[config.mk]
export PLATFORM = sky130hd
export DESIGN_NAME = gbe_cell
export DESIGN_NICKNAME = d
export VERILOG_FILES = /design/src/hdl/gbe_pkg.sv /design/src/hdl/gbe_cell.sv
export SDC_FILE = /design/constraint.sdc
export NUM_CORES = 1
export LEC_CHECK = 0
export ABC_AREA = 1
export ABC_CLOCK_PERIOD_IN_PS = 11250
export BUFFER_PORTS_ARGS = -buffer_cell sky130_fd_sc_hd__buf_2
export CORE_AREA = 2 2 309 311
export DETAILED_ROUTE_END_ITERATION = 10
export DIE_AREA = 0 0 311 313
export PLACE_DENSITY = 0.41
export SETUP_SLACK_MARGIN = 0.15
export SLEW_MARGIN = 20
export SYNTH_ARGS = -nofsm -noshare
export SYNTH_HDL_FRONTEND = slang
export SYNTH_SLANG_ARGS = --single-unit
[constraint.sdc]
create_clock -name i_clk -period 11.25 [get_ports i_clk]
set_input_delay 0 -clock i_clk [delete_from_list [all_inputs] [get_ports i_clk]]
set_output_delay 0 -clock i_clk [all_outputs]
set_load 0.01 [all_outputs]
[src/hdl/gbe_pkg.sv]
`default_nettype none
// ----------------------------------------------------------------------------
// Geohash bisection encoder package
// Shared constants and register index codes for the encoder and its cells.
// ----------------------------------------------------------------------------
package gbe_pkg;

    // Default geometry of the encoder.
    localparam int DEF_COORD_WIDTH   = 32;
    localparam int DEF_MAX_CODE_BITS = 64;

    // Extra fraction bits carried on every bound; no axis is halved more often.
    localparam int FRAC_BITS = 32;

    // Width of the code length register and its reset value.
    localparam int               LEN_W           = 7;
    localparam logic [LEN_W-1:0] DEF_CODE_LENGTH = 7'd52;

    // Configuration register indexes.
    localparam int CFG_IDX_W = 3;

    typedef enum logic [CFG_IDX_W-1:0] {
        CFG_WEST   = 3'd0,
        CFG_EAST   = 3'd1,
        CFG_SOUTH  = 3'd2,
        CFG_NORTH  = 3'd3,
        CFG_LENGTH = 3'd4
    } t_cfg_idx;

endpackage
`default_nettype wire

[src/hdl/gbe_cell.sv]
`default_nettype none
// ----------------------------------------------------------------------------
// Geohash bisection cell
// One bisection step: within the code length, halves the longitude or latitude
// interval and shifts one code bit in; hands the whole item to the next cell.
// ----------------------------------------------------------------------------
module gbe_cell
    import gbe_pkg::*;
#(
    parameter int CELL_IDX      = 0,
    parameter int COORD_WIDTH   = DEF_COORD_WIDTH,
    parameter int MAX_CODE_BITS = DEF_MAX_CODE_BITS
) (
    input  wire                                 i_clk,
    input  wire                                 i_rst_n,
    input  wire                                 i_en,
    input  wire                                 i_valid,
    input  wire  [LEN_W-1:0]                    i_len,
    input  wire  [COORD_WIDTH-1:0]              i_px,
    input  wire  [COORD_WIDTH-1:0]              i_py,
    input  wire  [COORD_WIDTH+FRAC_BITS-1:0]    i_xlo,
    input  wire  [COORD_WIDTH+FRAC_BITS-1:0]    i_xhi,
    input  wire  [COORD_WIDTH+FRAC_BITS-1:0]    i_ylo,
    input  wire  [COORD_WIDTH+FRAC_BITS-1:0]    i_yhi,
    input  wire  [MAX_CODE_BITS-1:0]            i_code,
    output logic                                o_valid,
    output logic [LEN_W-1:0]                    o_len,
    output logic [COORD_WIDTH-1:0]              o_px,
    output logic [COORD_WIDTH-1:0]              o_py,
    output logic [COORD_WIDTH+FRAC_BITS-1:0]    o_xlo,
    output logic [COORD_WIDTH+FRAC_BITS-1:0]    o_xhi,
    output logic [COORD_WIDTH+FRAC_BITS-1:0]    o_ylo,
    output logic [COORD_WIDTH+FRAC_BITS-1:0]    o_yhi,
    output logic [MAX_CODE_BITS-1:0]            o_code
);

    localparam int BW     = COORD_WIDTH + FRAC_BITS;
    localparam bit IS_LAT = (CELL_IDX % 2) == 1;

    logic          r_valid;
    logic [LEN_W-1:0] r_len;
    logic [COORD_WIDTH-1:0] r_px, r_py;
    logic [BW-1:0] r_xlo, r_xhi, r_ylo, r_yhi;
    logic [MAX_CODE_BITS-1:0] r_code;

    logic [BW-1:0] n_xlo, n_xhi, n_ylo, n_yhi;
    logic [MAX_CODE_BITS-1:0] n_code;

    logic [BW-1:0]          lo, hi, mid, pt;
    logic [BW:0]            sum;
    logic                   active, code_bit;

    always_comb begin
        lo     = IS_LAT ? i_ylo : i_xlo;
        hi     = IS_LAT ? i_yhi : i_xhi;
        // The exact midpoint keeps the carry of the sum as its top bit.
        sum    = {1'b0, lo} + {1'b0, hi};
        mid    = sum[BW:1];
        pt     = {(IS_LAT ? i_py : i_px), {FRAC_BITS{1'b0}}};
        code_bit = !(pt < mid);
        active = i_len > LEN_W'(CELL_IDX);

        n_xlo  = i_xlo;
        n_xhi  = i_xhi;
        n_ylo  = i_ylo;
        n_yhi  = i_yhi;
        n_code = i_code;
        if (active) begin
            n_code = {i_code[MAX_CODE_BITS-2:0], code_bit};
            if (IS_LAT) begin
                if (code_bit) n_ylo = mid;
                else          n_yhi = mid;
            end else begin
                if (code_bit) n_xlo = mid;
                else          n_xhi = mid;
            end
        end
    end

    always_ff @(posedge i_clk) begin
        if (!i_rst_n) begin
            r_valid <= 1'b0;
        end else if (i_en) begin
            r_valid <= i_valid;
        end
    end

    always_ff @(posedge i_clk) begin
        if (i_en) begin
            r_len  <= i_len;
            r_px   <= i_px;
            r_py   <= i_py;
            r_xlo  <= n_xlo;
            r_xhi  <= n_xhi;
            r_ylo  <= n_ylo;
            r_yhi  <= n_yhi;
            r_code <= n_code;
        end
    end

    assign o_valid = r_valid;
    assign o_len   = r_len;
    assign o_px    = r_px;
    assign o_py    = r_py;
    assign o_xlo   = r_xlo;
    assign o_xhi   = r_xhi;
    assign o_ylo   = r_ylo;
    assign o_yhi   = r_yhi;
    assign o_code  = r_code;

`ifndef ASSERT_OFF
    // A cell past the code length leaves the code untouched.
    a_idle_cell_keeps_code: assert property (@(posedge i_clk) disable iff (!i_rst_n)
        (i_en && i_valid && !(i_len > LEN_W'(CELL_IDX))) |=> (o_code == $past(i_code)))
        else $error("inactive cell changed the code");

    // An active cell shifts the earlier bits up by one place.
    a_active_cell_shifts: assert property (@(posedge i_clk) disable iff (!i_rst_n)
        (i_en && i_valid && (i_len > LEN_W'(CELL_IDX)))
        |=> (o_code[MAX_CODE_BITS-1:1] == $past(i_code[MAX_CODE_BITS-2:0])))
        else $error("active cell did not shift the code");

    // Only one bound of one axis moves in a step.
    a_one_bound_moves: assert property (@(posedge i_clk) disable iff (!i_rst_n)
        (i_en && i_valid) |=> ((o_xlo == $past(i_xlo) || o_xhi == $past(i_xhi))
                  && (o_ylo == $past(i_ylo) || o_yhi == $past(i_yhi))))
        else $error("more than one bound moved");

    // A stalled cell holds its item.
    a_stall_holds: assert property (@(posedge i_clk) disable iff (!i_rst_n)
        !i_en |=> ($stable(o_valid) && $stable(o_code)))
        else $error("stalled cell lost its item");
`endif

endmodule
`default_nettype wire

==> impl_metrics.py <==
metrics = {
    "outcome": {
        "status": "completed",
    },
    "detailed_routing": {
        "drc_errors": 0,
        "wl_per_cell_um": 22.96,
        "drt_pass1_iterations": 5,
        "final_antenna_net_count": 0,
        "vias": 20366,
        "drt-initial-drc-count": 1545,
        "routed_via_density": 4.349,
        "totalWireLength_mm": 107.5,
    },
    "timing": {
        "worst_pin_slew_ns": 0.9975,
        "tns_ns": 0,
        "drv_slew": 0,
        "rsz0062_at_grt": "no",
        "fin_skew_ns": 0,
        "slew_headroom": 0.3289,
        "setup_viol": 0,
        "period_share": 0.5947,
        "final_hold_viol_count": 0,
        "period_minus_slack_ns": 6.691,
        "holdWs_ns": 0.09074,
        "fmax_ghz": 0.1495,
    },
    "critical_path": {
        "rr_worst_depth": 3,
        "worstSetupEndpointType": "flip-flop",
        "cpPeakStageDelay_ns": 0.60,
        "cp_num_buf_inv": 8,
        "cp_slowest_cell": "nand3_2",
        "critPathMaxFanout": 65,
        "critical_path_class": "input pin to flip-flop",
        "regToRegEndpoint": "o_valid",
        "start_kind": "input pin",
        "crit_arrival_ns": 7.17,
        "crit_family": "simple AND/OR/NAND/NOR gates",
        "worst-endpoint-required_ns": 11.73,
        "regToRegStartpoint": "o_valid",
        "cp_common_cell": "nand2_1",
        "r2r_setup_slack_ns": 10.03,
    },
    "clock_tree": {
        "cts_root_buf": "clkbuf_16",
        "h-tree-depth": 2,
        "clkLatencyLatePin_ns": 0.61,
        "clk_pin_slew_ns": 0.06,
        "clkSinkCount": 392,
        "postCtsResizedCells": 0,
        "cts_made_buffers": 49,
        "clk_path_buf_depth": 3,
        "cts_tree": "done",
    },
    "logic_synthesis": {
        "synth-main-ff-cell": "edfxtp_1",
        "synth_warnings": 0,
        "yosysSeqAreaShare": 0.5794,
        "syn_area_um2": 20300,
        "syn-num-nets": 2650,
        "synth.distinct_cells": 37,
        "async_flop_share": 0,
        "synth_edf_count": 391,
        "synth.avg_cell_area_um2": 9.402,
        "ys_seq_elements": 392,
        "netlist_instances": 2159,
    },
    "layout": {
        "drive_above_1_share": 0.2591,
        "final_cell_area_um2": 31470,
        "final_core_util": 0.3342,
        "nets": 3867,
        "area_growth_pct": 55.03,
    },
    "worst_hold_path": {
        "worstHoldStart": "i_yhi[54]",
        "min_path_type": "input pin to flip-flop",
        "whs_endpoint": "o_yhi[54]",
        "hold_depth": 2,
    },
    "floorplanning": {
        "start_util": 0.2156,
        "die_width_um": 311,
        "io_pins": 787,
        "die_h_um": 313,
        "coreArea_um2": 94160,
        "dieArea_um2": 97340,
        "row_count": 113,
    },
    "global_route": {
        "grt_pass1_vias": 20447,
        "track_usage": 0.2124,
        "gr-total-overflow": 0,
        "antenna_found_initial": 12,
        "grt_pass1_wl_mm": 149.0,
        "grt_max_degree": 99,
    },
    "place": {
        "placed_area_um2": 25640,
        "place_hpwl_mm": 87.27,
        "place_congestion": 0.9262,
        "port_buffers": 786,
    },
    "power": {
        "p_int_w": 0.003169,
        "switchingPower_w": 0.001552,
        "p_seq_frac": 0.398,
        "vdd_drop_max_mv": 0.09988,
        "leakage_nw": 14.72,
        "pwr-share-clk": 0.328,
        "p_comb_frac": 0.275,
        "power_density_nw_per_um2": 150.0,
        "power_w": 0.004721,
        "switching_share": 0.3287,
    },
    "flow_run": {
        "drv_cap": 0,
    },
}
[sequential cells by signal, indices dropped and copies added, names as in the netlist]
register,count
o_yhi,64
o_len,7
o_valid,1
o_code,64
o_py,32
o_ylo,64
o_xlo,64
o_px,32
o_xhi,64
[worst max-delay path by stage]
stage          startpoint   endpoint  slack, ns  cells past startpoint
6_report         i_xlo[1]  o_xhi[56]       4.56                     36
5_1_grt          i_xlo[1]  o_xhi[51]       3.98                     36
4_1_cts          i_xlo[1]  o_xhi[56]       4.54                     36
3_5_place_dp     i_xlo[1]  o_xhi[56]       4.44                     35
3_3_place_gp     i_xlo[1]  o_xhi[57]       4.45                     35
2_1_floorplan    i_xlo[1]  o_xlo[57]       7.53                     35
[layout by cell type (no fill, tap or decap), types with 2 or more instances in the layout]
cell type      instances
buf_2                785
inv_1                260
clkbuf_16             50
nor2_1               156
edfxtp_1             391
nor2_2                 7
nand3_1              125
o21bai_1               3
buf_4                 14
diode_2                6
nand2_4                2
clkinv_2               4
a21o_1                15
ha_1                  95
clkbuf_1               6
a21boi_0               2
xor2_1                27
inv_2                  2
nor3_1                15
nand2_2                3
o211ai_1               4
dlygate4sd3_1        428
nand2_1              680
nand3b_1               7
bufinv_16              3
xnor2_1                3
nand4_1               84
inv_6                  2
a21oi_1              122
o21ai_0               82
clkinv_4               3
clkinv_1              17
[cell type report]
type	instances	area, um2
clock inverter	31	255.2
fill	10002	62690
multi-input combinational	1443	7266
sequential	392	11760
antenna	6	15.01
clock buffer	56	1274
inverter	262	983.4
tap	1265	1583
timing repair buffer	1228	8333
[through the flow]
| step | instances | setup slack, ns |
|---|---|---|
| 4_1_cts | 4677 | 4.538 |
| 6_report | 4683 | 4.559 |
| 5_1_grt | 4678 | 3.977 |
| 3_5_place_dp | 4162 | 4.437 |
| 2_1_floorplan | 2159 | 7.533 |
| 3_3_place_gp | 4162 | 4.449 |
[metal layers]
metal	share of wire	GRT usage	routed length, um
met5	0.00012	0	13
met3	0.053	0.03288	5730
met4	0.059	0.1155	6386
met2	0.49	0.3714	52980
met1	0.39	0.2499	42390
[power by group through the flow]
stage | clock, W | combinational, W | sequential, W
4_1_cts | 0.00159 | 0.00131 | 0.00188
5_1_grt | 0.00164 | 0.00141 | 0.00189
2_1_floorplan | 0 | 0.000484 | 0.00200
6_report | 0.00155 | 0.00130 | 0.00188
3_3_place_gp | 0 | 0.00118 | 0.00191
3_5_place_dp | 0 | 0.00118 | 0.00191
[synthesized netlist by cell type (2+ instances only)]
master    number  area share
nand2_1      684        0.13
edfxtp_1     391        0.58
inv_1        260       0.048
nor2_1       156       0.029
nand3_1      125       0.031
a21oi_1      122       0.030
ha_1          95       0.059
nand4_1       84       0.026
o21ai_0       82       0.020
clkbuf_1      30      0.0055
xor2_1        27       0.012
a21o_1        15      0.0055
nor3_1        15      0.0037
buf_2         14      0.0035
buf_4          7      0.0026
nand3b_1       7      0.0026
nor2_2         7      0.0022
buf_6          6      0.0033
buf_1          5     0.00092
o211ai_1       4      0.0015
o21bai_1       3      0.0011
xnor2_1        3      0.0013
a21boi_0       2     0.00074
inv_2          2     0.00037
[what timing repair did]
action / in CTS / in global routing
hold buffers: 428 / 0
hold endpoints to repair: 459 / 0
setup buffers: 0 / 0
[cell families after synthesis]
family,after synthesis,synth area share
adder cells (fa/ha/maj),96,0.05954
buffers and inverters,324,0.06429
multiplexers,1,0.0005547
AO/OA/AOI/OAI,233,0.06108
XOR/XNOR,30,0.01294
AND/OR/NAND/NOR,1083,0.2222
flip-flops,392,0.5794
(Power assumes the default switching activity.)
